===== config.mk =====
export PLATFORM = sky130hd
export DESIGN_NAME = sacl_ctrl
export DESIGN_NICKNAME = d
export VERILOG_FILES = /design/src/rtl/sacl_pkg.sv /design/src/rtl/sacl_ctrl.sv
export SDC_FILE = /design/constraint.sdc
export NUM_CORES = 1
export LEC_CHECK = 0
export ABC_CLOCK_PERIOD_IN_PS = 1500
export BUFFER_PORTS_ARGS = -buffer_cell sky130_fd_sc_hd__buf_2
export CORE_AREA = 2 2 39 41
export DETAILED_ROUTE_END_ITERATION = 8
export DIE_AREA = 0 0 41 43
export GPL_ROUTABILITY_DRIVEN = 0
export PLACE_DENSITY_LB_ADDON = 0.3
export SLEW_MARGIN = 20
export SYNTH_ARGS = -nofsm -noshare
export SYNTH_HDL_FRONTEND = slang
export SYNTH_SLANG_ARGS = --single-unit
export TNS_END_PERCENT = 100

===== constraint.sdc =====
create_clock -name aclk -period 1.5 [get_ports aclk]
set_input_delay 0.075 -clock aclk [delete_from_list [all_inputs] [get_ports aclk]]
set_output_delay 0.075 -clock aclk [all_outputs]
set_load 0.01 [all_outputs]

===== src/rtl/sacl_pkg.sv =====
package sacl_pkg;

    localparam int REQ_BITS    = 3;
    localparam int STATUS_BITS = 3;
    localparam int RESULT_CAP  = 8;

    typedef enum logic [REQ_BITS-1:0] {
        REQ_GET_READ    = 3'd0,
        REQ_GET_WRITE   = 3'd1,
        REQ_PUT_KEEP    = 3'd2,
        REQ_PUT_DISCARD = 3'd3,
        REQ_FLUSH       = 3'd4
    } req_t;

    typedef enum logic [STATUS_BITS-1:0] {
        ST_HIT        = 3'd0,
        ST_MISS       = 3'd1,
        ST_BUSY       = 3'd2,
        ST_NO_FREE    = 3'd3,
        ST_WRAP       = 3'd4,
        ST_PUT_DONE   = 3'd5,
        ST_FLUSH_WB   = 3'd6,
        ST_FLUSH_NONE = 3'd7
    } status_t;

    localparam logic [1:0] ADDR_WAYS_IN_USE = 2'd0;

    typedef struct packed {
        logic rd;
        logic decide;
        logic wr;
        logic flush_step;
        logic out_load;
    } cmd_t;

    typedef struct packed {
        logic flush_more;
        logic has_result;
        logic flush_out;
    } sts_t;

endpackage


===== src/rtl/sacl_ctrl.sv =====
module sacl_ctrl (
    input  logic          aclk,
    input  logic          aresetn,
    input  logic          s_valid,
    output logic          s_ready,
    output logic          m_valid,
    input  logic          m_ready,
    input  sacl_pkg::sts_t sts,
    output sacl_pkg::cmd_t cmd
);
    import sacl_pkg::*;

    typedef enum logic [2:0] {
        S_IDLE, S_READ, S_DECIDE, S_OUT, S_FLUSH
    } state_t;

    state_t state_reg;
    logic   m_valid_reg;

    assign s_ready = (state_reg == S_IDLE);
    assign m_valid = m_valid_reg;

    always_comb begin
        cmd            = '0;
        cmd.rd         = (state_reg == S_IDLE) && s_valid;
        cmd.decide     = (state_reg == S_DECIDE);
        cmd.wr         = (state_reg == S_DECIDE) && sts.has_result;
        cmd.out_load   = (state_reg == S_DECIDE) && sts.has_result;
        cmd.flush_step = (state_reg == S_FLUSH) && (!m_valid_reg || m_ready);
    end

    always_ff @(posedge aclk) begin
        if (!aresetn) begin
            state_reg   <= S_IDLE;
            m_valid_reg <= 1'b0;
        end else begin
            case (state_reg)
                S_IDLE: begin
                    if (s_valid) begin
                        state_reg <= S_READ;
                    end
                end
                S_READ: begin
                    state_reg <= S_DECIDE;
                end
                S_DECIDE: begin
                    if (!sts.has_result) begin
                        state_reg <= S_IDLE;
                    end else begin
                        m_valid_reg <= !sts.flush_out;
                        state_reg   <= sts.flush_out ? S_FLUSH : S_OUT;
                    end
                end
                S_OUT: begin
                    if (m_ready) begin
                        m_valid_reg <= 1'b0;
                        state_reg   <= S_IDLE;
                    end
                end
                S_FLUSH: begin
                    if (!m_valid_reg || m_ready) begin
                        m_valid_reg <= sts.flush_more;
                        if (!sts.flush_more) begin
                            state_reg <= S_IDLE;
                        end
                    end
                end
                default: begin
                    state_reg <= S_IDLE;
                end
            endcase
        end
    end
endmodule


=== Yosys cells after proc, flatten, opt, wreduce, memory -nomap -nowiden ===
Cells that the tools add are included.

* Bits in registers: 4
* Logic and storage cells: 32
* Bits of input ports: 7
* Output and inout bits: 7

* Equal/unequal tests: 9
* Reductions and logical operators: 10
* Muxes and demuxes: 11

{| class="wikitable"
|+ Operators by type and width
! kind !! count
|-
| 3-bit two-way mux || 6
|-
| 3-bit case mux with 5 select lines || 1
|-
| 2-bit != test, second input constant || 4
|-
| 4-bit AND reduction || 2
|-
| 3-bit by 2-bit == test with 1-bit output, second input constant || 2
|-
| 3-bit by 1-bit == test with 1-bit output, second input constant || 1
|-
| 3-bit == test, second input constant || 1
|-
| 1-bit logical AND || 3
|-
| 3-bit logical NOT || 1
|-
| 1-bit two-way mux || 3
|-
| 1-bit case mux with 3 select lines || 1
|-
| 3-bit nonzero test || 1
|-
| 1-bit logical NOT || 2
|-
| 2-bit by 1-bit != test with 1-bit output, second input constant || 1
|-
| 1-bit logical OR || 1
|}

=== Longest topological paths before layout ===
Gate-level depths: netlist of the first run.

* Depth after elaboration: 4
* Depth in mapped cells: 5
* Depth with buffers taken out: 4

=== Worst setup path before layout of the first run ===
OpenSTA, ideal clock, no wires.

* Path type: reg2reg
* Start point: reg state_reg[1]
* End point: reg state_reg[2]
* Setup time: 74 ps
* Period minus slack after synthesis: 1146 ps
* Slack: 354 ps
* Required time: 1426 ps
* Arrival: 1072 ps
* Buffers on the path: 1
* Cell stages (with the launch flop): 6
* Cell sequence: dfxtp_1 -> buf_6 -> nor3b_2 -> and2_2 -> nand2_1 -> a31oi_1

{| class="wikitable"
|+ RTL lines
! item !! RTL line !! text
|-
| start, declared || sacl_ctrl.sv:17 || <nowiki>state_t state_reg;</nowiki>
|-
| start signal, assigned || sacl_ctrl.sv:51 || <nowiki>state_reg <= sts.flush_out ? S_FLUSH : S_OUT;</nowiki>
|}

==> metrics.yaml, run 1 <==
cts_root_buf: "clkbuf_4"
drtAntennaViolNets: 0
cts_resized: 0
cts_tree: "built"
grt_max_degree: 14
core.rowCount: 14
drt-initial-drc-count: 11
synth_top_area_cell: "dfxtp_1"
critical_path_class: "reg2out"
syn_avg_cell_area_um2: 7.43
crit_chain: "nor3b_2 -> and2_2 -> buf_2"
grt.overflow.total: 0
hold_path.class: "in2reg"
largest_reg_flops: 3
netlist_area_um2: 349
antenna_found_initial: 0
status: "complete, no violations"
cts_setup_buffers: 0
cp_num_buf_inv: 1
grt_pass1_wl_um: 1220
cts_buffers: 3
drv_cap: 0
final_cell_mix: "buf_2, nor2_1, nand2_1"
wl_per_cell_um: 10.3
synth_seq_cells: 4
clock_latency_ns: 0.23
grt_pass1_vias: 309
cts_max_level: 1
start_kind: "register"
cts_buffer_depth: 2
critPathSlowestCell: "dfxtp_1"
setup_viol: 0
drc: 0
cts.hold.buffers_added: 0
viasPerCell: 4.92
fin_crit_ns: 1.32
p_leak_nw: 0.199
rsz0062_at_grt: "no"
final_common_cell: "buf_2"
relSlewSlack: 0.719
core_area_um2: 1380
die_h_um: 43
powerDensity_nw_per_um2: 1180
timing.final.crit_share: 0.881
setup_tns_ns: 0
firstDrtPassIters: 5
critPathArrivalTime_ns: 1.25
hold_ws_ns: 0.121
yosysUniqueCellTypes: 25
worstPathRequired_ns: 1.42
ys.warnings.count: 0
cpPeakStageDelay_ns: 0.57
numPortBuffers: 13
ir_worst_vdd_uv: 391
initial_utilization: 0.252
drive_gt1_frac: 0.367
syn2layout_area_growth_pct: 23.3
fp.dieW_um: 41
synth_area_leaders: "dfxtp_1, nor2_1, nand2_1"
clkTransAtPathRegs_ns: 0.04
yosysSeqAreaShare: 0.229
crit_family: "flip-flops"
final-hold-violation-count: 0
clock.fmax_mhz: 757
final_max_slew_viol_count: 0
synth_cells: 47
routed_wl_um: 779
fin_total_pwr_mw: 0.509
hpwl_um: 626
ios: 14
skew_ns: 0.00126
fill_cells: 160
num_vias: 374
synth_fp_nets: 54
yosysTopAreaCellShare: 0.229
cts.sinks: 4
cp_max_fo: 13
grtUsageTotal: 0.107
die-area_um2: 1760
worst_pin_slew_ns: 0.420
nets: 69
antenna_cells: 0
cp-end-kind: "output port"
[power breakdown]
group | leakage [nW] | internal [mW] | switching [mW]
Sequential | 0.0328 | 0.128 | 0.0417
Clock | 0.0138 | 0.0893 | 0.0405
Combinational | 0.152 | 0.105 | 0.105
Total | 0.199 | 0.322 | 0.187
[final timing paths]
path	end	startpoint	depth (start not counted)	slack (ns)
worst max-delay path	cmd[2]	state_reg[2]$_SDFFE_PN0P_	3	0.18
worst min-delay path	state_reg[0]$_SDFFE_PN0P_	aresetn	2	0.12
worst max register to register	state_reg[0]$_SDFFE_PN0P_	state_reg[2]$_SDFFE_PN0P_	4	0.26
worst min register to register	m_valid$_SDFFE_PN0P_	m_valid$_SDFFE_PN0P_	2	0.48
[per-stage QoR]
stage | instances | setup WS (ns) | cell area, µm² | utilization
global route | 76 | 0.0956 | 430 | 0.311
finish | 76 | 0.179 | 430 | 0.311
floorplan | 47 | 0.354 | 349 | -
detailed placement | 73 | 0.262 | 408 | 0.295
global placement | 73 | 0.306 | 408 | 0.295
CTS | 76 | 0.169 | 430 | 0.311
[cells by family after synthesis]
group,after synthesis,share of synthesized area
AO/OA/AOI/OAI,14,0.287
multiplexers,1,0.0287
flip-flops,4,0.229
buffers and inverters,6,0.108
AND/OR/NAND/NOR,22,0.348
[synthesized netlist by cell type]
cell	number
a21boi_2	1
a21oi_1	2
a22oi_1	1
a31oi_1	1
a32oi_1	1
and2_1	2
and2_2	1
and3_1	1
buf_4	2
buf_6	1
dfxtp_1	4
inv_1	3
mux2i_1	1
nand2_1	5
nand2b_1	1
nand3b_1	1
nor2_1	6
nor2b_1	3
nor3b_2	1
o21ai_0	2
o21ai_1	3
o221ai_2	1
o22a_2	1
o22ai_1	1
or2_4	1
[routing by layer]
metal / vias up / track usage / part of all wire
met5: - / 0 / 0
met4: 0 / 0.100 / 0.018
met3: 2 / 0.0314 / 0.081
met2: 19 / 0.141 / 0.44
met1: 166 / 0.131 / 0.45
li1: 187 / - / -
[final cells by class]
type                       count  area (µm²)  share of cell area
multi-input combinational     37         231               0.538
timing repair buffer          13        65.1               0.151
clock buffer                   3        22.5              0.0523
tap                           16        20.0              0.0465
inverter                       3        11.3              0.0262
sequential                     4        80.1               0.186
Power figures use the tool's default switching activity.
==> run 2: changes to the inputs <==
--- a/config.mk
+++ b/config.mk
@@ -5,6 +5,7 @@
 export SDC_FILE = /design/constraint.sdc
 export NUM_CORES = 1
 export LEC_CHECK = 0
+export ABC_AREA = 1
 export ABC_CLOCK_PERIOD_IN_PS = 1500
 export BUFFER_PORTS_ARGS = -buffer_cell sky130_fd_sc_hd__buf_2
 export CORE_AREA = 2 2 39 41
==> run 2 against run 1 <==
Net effect:
- synthesized cell count increased by 21%
- clock-buffer cell count unchanged
- final cell count increased by 16%
- flip-flop and latch count unchanged
- sequential share of layout area increased by 0.61 points
- largest cell class unchanged
- global-route usage decreased by 0.99 points
- cell area decreased by 3.2%
==> metrics.yaml, run 2 <==
clock_latency_ns: 0.23  # about the same
critPathArrivalTime_ns: 1.14  # -0.11 ns
numPortBuffers: 13  # unchanged
yosysUniqueCellTypes: 15  # -40%
hpwl_um: 591  # -5.6%
rrSetupSlack_ns: 0.38  # +0.12 ns
drc: 0  # unchanged
final-hold-violation-count: 0  # unchanged
largest_reg_flops: 3  # unchanged
cts_max_level: 1  # unchanged
timing.final.crit_share: 0.812  # -0.0683
routed_wl_um: 708  # -9.1%
pwr-share-comb: 0.340  # -0.072
hp-start: "aresetn"
p_int_mw: 0.265  # -18%
final_common_cell: "nand2_1"
ys.flop_type: "dfxtp_1"
syn2layout_area_growth_pct: 31.6
drive_gt1_frac: 0.306  # -0.0611
setup_viol: 0  # unchanged
clkTransAtPathRegs_ns: 0.04  # about the same
regArea_um2: 80.1  # unchanged
synth_fp_nets: 64  # +19%
wl_per_cell_um: 8.05  # -22%
cp_max_fo: 4  # -9
yosysSeqAreaShare: 0.253  # +0.0236
min_to: "state_reg[1]$_SDFFE_PN0P_"
r2r-end: "m_valid$_SDFFE_PN0P_"
synth_fa_ha_area_frac: 0  # unchanged
die-area_um2: 1760  # unchanged
whs_path_depth: 3  # +1
setup_tns_ns: 0  # unchanged
fin_total_pwr_mw: 0.402  # -21%
synth-edff-count: 0  # unchanged
synth_area_leaders: "dfxtp_1, nand2_1, inv_1"
fill_cells: 160  # unchanged
viasPerCell: 4.16  # -15%
drt-initial-drc-count: 7  # -4
relSlewSlack: 0.863  # +0.144
worst_pin_slew_ns: 0.205  # -0.216 ns
nets: 81  # +17%
crit_path_frequent_cell: "inv_1"
antenna_cells: 0  # unchanged
ios: 14  # unchanged
netlist_area_um2: 317  # -9.3%
synth-xor-area-share: 0  # unchanged
synth_top_area_cell: "dfxtp_1"
critPathSlowestCell: "dfxtp_1"
drv_cap: 0  # unchanged
cts_buffers: 3  # unchanged
crit_family: "flip-flops"
seq_power_share: 0.340  # +0.007
pwr-share-clk: 0.321  # +0.066
antenna_found_initial: 0  # unchanged
status: "complete, no violations"
reg2reg_depth: 8  # +4
p_sw_mw: 0.137  # -27%
grt.overflow.total: 0  # unchanged
rsz0062_at_grt: "no"
cts.sinks: 4  # unchanged
ys_async_sr_fraction: 0  # unchanged
die_h_um: 43  # unchanged
hold_path.class: "in2reg"
ir_worst_vdd_uv: 324  # -17%
final_cell_mix: "nand2_1, buf_2, inv_1"
num_vias: 366  # -2.1%
crit-reg2reg-launch: "state_reg[0]$_SDFFE_PN0P_"
core.rowCount: 14  # unchanged
synth-compound-area-share: 0.0949  # -0.192
cts.hold.buffers_added: 0  # unchanged
p_leak_nw: 0.262  # +31%
multi_input_area_um2: 184  # -21%
synth_common_cells: "nand2_1, inv_1, nor2_1, nand3_1"
drtAntennaViolNets: 0  # unchanged
grt_pass1_wl_um: 1080  # -11%
cpPeakStageDelay_ns: 0.37  # -0.20 ns
cp-end-kind: "output port"
skew_ns: 0.00165  # +0.000391 ns
synth_cells: 57  # +21%
grtUsageTotal: 0.0974  # -0.00993
synth-simple-area-share: 0.486  # +0.138
cts_setup_buffers: 0  # unchanged
cts_resized: 0  # unchanged
grt_max_degree: 10  # -4
synth_seq_cells: 4  # unchanged
cts_root_buf: "clkbuf_4"
start_kind: "register"
yosysTopAreaCellShare: 0.253  # +0.0236
fin_crit_ns: 1.22  # -0.103 ns
grt_pass1_vias: 287  # -7.1%
firstDrtPassIters: 4  # -1
syn_avg_cell_area_um2: 5.55  # -25%
worstPathRequired_ns: 1.42  # about the same
swShare: 0.341  # -0.0262
critical_path_class: "reg2out"
cp_num_buf_inv: 3  # +2
crit_chain: "inv_1 -> nor2_2 -> nand3_2 -> inv_1 -> buf_2"
fp.dieW_um: 41  # unchanged
synth_top_family_by_area: "simple AND/OR/NAND/NOR gates"
clock.fmax_mhz: 821  # +8.4%
yosysMostFrequentCell: "nand2_1"
synthMuxAreaShare: 0  # -0.0287
cts_tree: "built"
ys.warnings.count: 0  # unchanged
powerDensity_nw_per_um2: 964  # -18%
cts_buffer_depth: 2  # unchanged
initial_utilization: 0.229  # -0.0235
core_area_um2: 1380  # unchanged
final_max_slew_viol_count: 0  # unchanged
## run 2: cell types whose count changed in the layout (fill, tap and decap cells not counted), sizes merged, moves of 2 or more
cell / delta
nor2b: -3
o21ai: -3
nand3: +6
inv: +9
a21oi: +2
and2: -3
nand2: +11
nor2: +4
## run 2: worst max path at each step
stage                     depth (start not counted)  slack (ns)                       from                   end
after floorplan                                   8        0.48  state_reg[1]$_SDFFE_PN0P_  m_valid$_SDFFE_PN0P_
after global placement                            8        0.38  state_reg[1]$_SDFFE_PN0P_  m_valid$_SDFFE_PN0P_
after detailed placement                          8        0.39  state_reg[1]$_SDFFE_PN0P_  m_valid$_SDFFE_PN0P_
after CTS                                         5        0.26  state_reg[1]$_SDFFE_PN0P_                cmd[0]
after global routing                              5        0.16  state_reg[1]$_SDFFE_PN0P_                cmd[2]
final                                             5        0.28  state_reg[1]$_SDFFE_PN0P_                cmd[0]
## run 2: power groups by stage
stage	sequential, mW	combinational (mW)	clock, mW
2_1_floorplan	0.137	0.0954	0
3_5_place_dp	0.138	0.138	0
4_1_cts	0.136	0.139	0.139
3_3_place_gp	0.137	0.139	0
5_1_grt	0.139	0.155	0.144
6_report	0.137	0.136	0.129
## run 2: logic make-up (layout without fill, tap and decap cells)
family / after synthesis / in the layout
AND/OR/NAND/NOR: 34 / 34
buffers and inverters: 13 / 28
AO/OA/AOI/OAI: 6 / 6
flip-flops: 4 / 4
## run 2: layout make-up
cell class,count,area share
multi-input combinational,40,0.441
tap,16,0.0480
sequential,4,0.192
timing repair buffer,13,0.156
clock buffer,3,0.0541
inverter,12,0.108
## run 2: metal layers
| metal | vias up | GRT usage | wire length, µm | share of wire |
|---|---|---|---|---|
| met5 | - | 0 | 0 | 0 |
| met4 | 0 | 0.120 | 9 | 0.013 |
| met3 | 2 | 0.0157 | 49 | 0.069 |
| met2 | 10 | 0.125 | 338 | 0.48 |
| met1 | 150 | 0.116 | 311 | 0.44 |
| li1 | 204 | - | - | - |
## run 2: worst reg2reg max path, delay by kind of cell, from the launching register on
kind	cells	cell delay (ns)
DFF	1	0.35
and+or+nand+nor	8	0.65
## run 2: per-stage QoR
stage	utilization	setup slack, ns	cells	cell area (µm²)	hold WS [ns]
after floorplan	-	0.481	57	317	0.173
after detailed placement	0.285	0.389	85	394	0.303
after CTS	0.301	0.263	88	417	0.0566
after global routing	0.301	0.162	88	417	0.0629
final	0.301	0.281	88	417	0.0617
after global placement	0.285	0.378	85	394	0.299
==> run 3: changes to the inputs <==
--- a/config.mk
+++ b/config.mk
@@ -6,7 +6,7 @@
 export NUM_CORES = 1
 export LEC_CHECK = 0
 export ABC_AREA = 1
-export ABC_CLOCK_PERIOD_IN_PS = 1500
+export ABC_CLOCK_PERIOD_IN_PS = 1250
 export BUFFER_PORTS_ARGS = -buffer_cell sky130_fd_sc_hd__buf_2
 export CORE_AREA = 2 2 39 41
 export DETAILED_ROUTE_END_ITERATION = 8
==> constraint.sdc (replaced) <==
create_clock -name aclk -period 1.25 [get_ports aclk]
set_input_delay 0.0625 -clock aclk [delete_from_list [all_inputs] [get_ports aclk]]
set_output_delay 0.0625 -clock aclk [all_outputs]
set_load 0.01 [all_outputs]
==> run 3 against run 2 <==
Net effect:
- worst hold slack got worse by 0.013 ns
- sequential power increased by 26%
- cell area increased by 3.0%
- critical path depth decreased by 1
- via count increased by 0.82%
- largest power group unchanged
==> metrics.yaml, run 3 (same netlist as run 2, synthesis figures left out) <==
status: "complete, no violations"
critPathArrivalTime_ns: 1.07  # -0.07 ns
fill_cells: 170  # +6.3%
worstPathRequired_ns: 1.19  # -0.23 ns
cp_max_fo: 9  # +5
drive_gt1_frac: 0.347  # +0.0417
fin_ws_ns: 0.116  # -0.166 ns
met1_usage: 0.116  # unchanged
use_met3: 0.0209  # +0.00524
rsz0062_at_grt: "no"
powerDensity_nw_per_um2: 1160  # +20%
viasPerCell: 4.19  # +0.82%
postPlaceCellArea_um2: 394  # unchanged
grtUsageTotal: 0.0974  # unchanged
finalNonFillerCells: 88  # unchanged
nets: 81  # unchanged
drtAntennaViolNets: 0  # unchanged
largest_reg_flops: 3  # unchanged
grt.overflow.total: 0  # unchanged
drc: 0  # unchanged
cts_setup_buffers: 0  # unchanged
cp-end-kind: "output port"
top_usage_layer: "met2"
grt_pass1_vias: 290  # +1.0%
ios: 14  # unchanged
syn2layout_area_growth_pct: 35.6
cts_buffer_depth: 2  # unchanged
crit-reg2reg-launch: "state_reg[2]$_SDFFE_PN0P_"
final_cell_mix: "nand2_1, buf_2, inv_1"
relSlewSlack: 0.857  # -0.00666
skew_ns: 0.0000814  # -0.00157 ns
cts_root_buf: "clkbuf_4"
p_leak_nw: 0.262  # +0.17%
r2r-end: "m_valid$_SDFFE_PN0P_"
numPortBuffers: 13  # unchanged
setup_viol: 0  # unchanged
final-hold-violation-count: 0  # unchanged
core_area_um2: 1380  # unchanged
antenna_cells: 0  # unchanged
core.rowCount: 14  # unchanged
final_max_slew_viol_count: 0  # unchanged
hp-start: "aresetn"
grt_pass1_wl_um: 1080  # unchanged
firstDrtPassIters: 4  # unchanged
placedCellCount: 85  # unchanged
cts_tree: "built"
die-area_um2: 1760  # unchanged
reg2reg_depth: 7  # -1
initial_utilization: 0.229  # unchanged
clock.fmax_mhz: 882
antenna_found_initial: 0  # unchanged
grt_max_degree: 10  # unchanged
fp.dieW_um: 41  # unchanged
timing.final.crit_share: 0.907
hpwl_um: 579  # -1.9%
wl_per_cell_um: 8.09  # +0.56%
num_vias: 369  # +0.82%
start_kind: "register"
clkTransAtPathRegs_ns: 0.03  # about the same
gr-usage-met2: 0.122  # -0.00313
fin_total_pwr_mw: 0.498  # +24%
stdcell_area_um2: 429  # +3.0%
cts_max_level: 1  # unchanged
ir_worst_vdd_uv: 416  # +28%
cts_buffers: 3  # unchanged
whs_path_depth: 3  # unchanged
fin_crit_ns: 1.13
hold_path.class: "in2reg"
final_common_cell: "nand2_1"
cts.sinks: 4  # unchanged
dpl_worst_slack_ns: 0.127  # -0.262 ns
drt-initial-drc-count: 3  # -4
worst_pin_slew_ns: 0.215  # +0.00997 ns
die_h_um: 43  # unchanged
setup_tns_ns: 0  # unchanged
clock_latency_ns: 0.23  # about the same
critical_path_class: "reg2out"
drv_cap: 0  # unchanged
rrSetupSlack_ns: 0.16  # -0.22 ns
routed_wl_um: 712  # +0.56%
min_to: "state_reg[1]$_SDFFE_PN0P_"
[run 3: cell counts in the layout (fill, tap and decap cells not counted)]
No cell type changed its count.
[run 3: metrics by stage]
stage / hold slack, ns / utilization
2_1_floorplan: 0.160 / -
3_3_place_gp: 0.286 / 0.285
3_5_place_dp: 0.291 / 0.285
4_1_cts: 0.0451 / 0.301
5_1_grt: 0.0506 / 0.310
6_report: 0.0489 / 0.310
[run 3: worst max-delay path by stage]
stage / startpoint / endpoint / slack [ns] / cells past startpoint
after global placement: state_reg[1]$_SDFFE_PN0P_ / m_valid$_SDFFE_PN0P_ / 0.13 / 8
after CTS: state_reg[1]$_SDFFE_PN0P_ / cmd[0] / 0.04 / 5
after detailed placement: state_reg[1]$_SDFFE_PN0P_ / m_valid$_SDFFE_PN0P_ / 0.13 / 8
after floorplan: state_reg[1]$_SDFFE_PN0P_ / m_valid$_SDFFE_PN0P_ / 0.23 / 8
final: state_reg[2]$_SDFFE_PN0P_ / s_ready / 0.12 / 4
after global routing: state_reg[1]$_SDFFE_PN0P_ / cmd[2] / 0.01 / 5
[run 3: cell type report]
class,count,area [µm²],share of cell area
multi-input cells,40,194,0.452
flip-flops and latches,4,82.6,0.192
repair buffers,13,65.1,0.152
inverters,12,45.0,0.105
clock buffers,3,22.5,0.0525
well taps,16,20.0,0.0466
[run 3: routing by layer]
layer | vias to the layer above | wire length [µm]
li1 | 203 | -
met1 | 157 | 303
met2 | 7 | 352
met3 | 2 | 45
met4 | 0 | 9
met5 | - | 0
[run 3: power by group]
part / leakage, nW / switching, mW / internal [mW]
registers: 0.0334 / 0.0248 / 0.147
logic: 0.215 / 0.0998 / 0.0707
clock network: 0.0138 / 0.0486 / 0.107
[run 3: what timing repair did]
action	CTS	global route
gates resized for setup	0	5
hold buffers	0	0
setup endpoints to repair	0	4
[run 3: critical path: stages (launching register included)]
cell,delay [ns]
dfxtp_1,0.42
inv_2,0.12
nand2_1,0.13
inv_1,0.04
buf_2,0.13
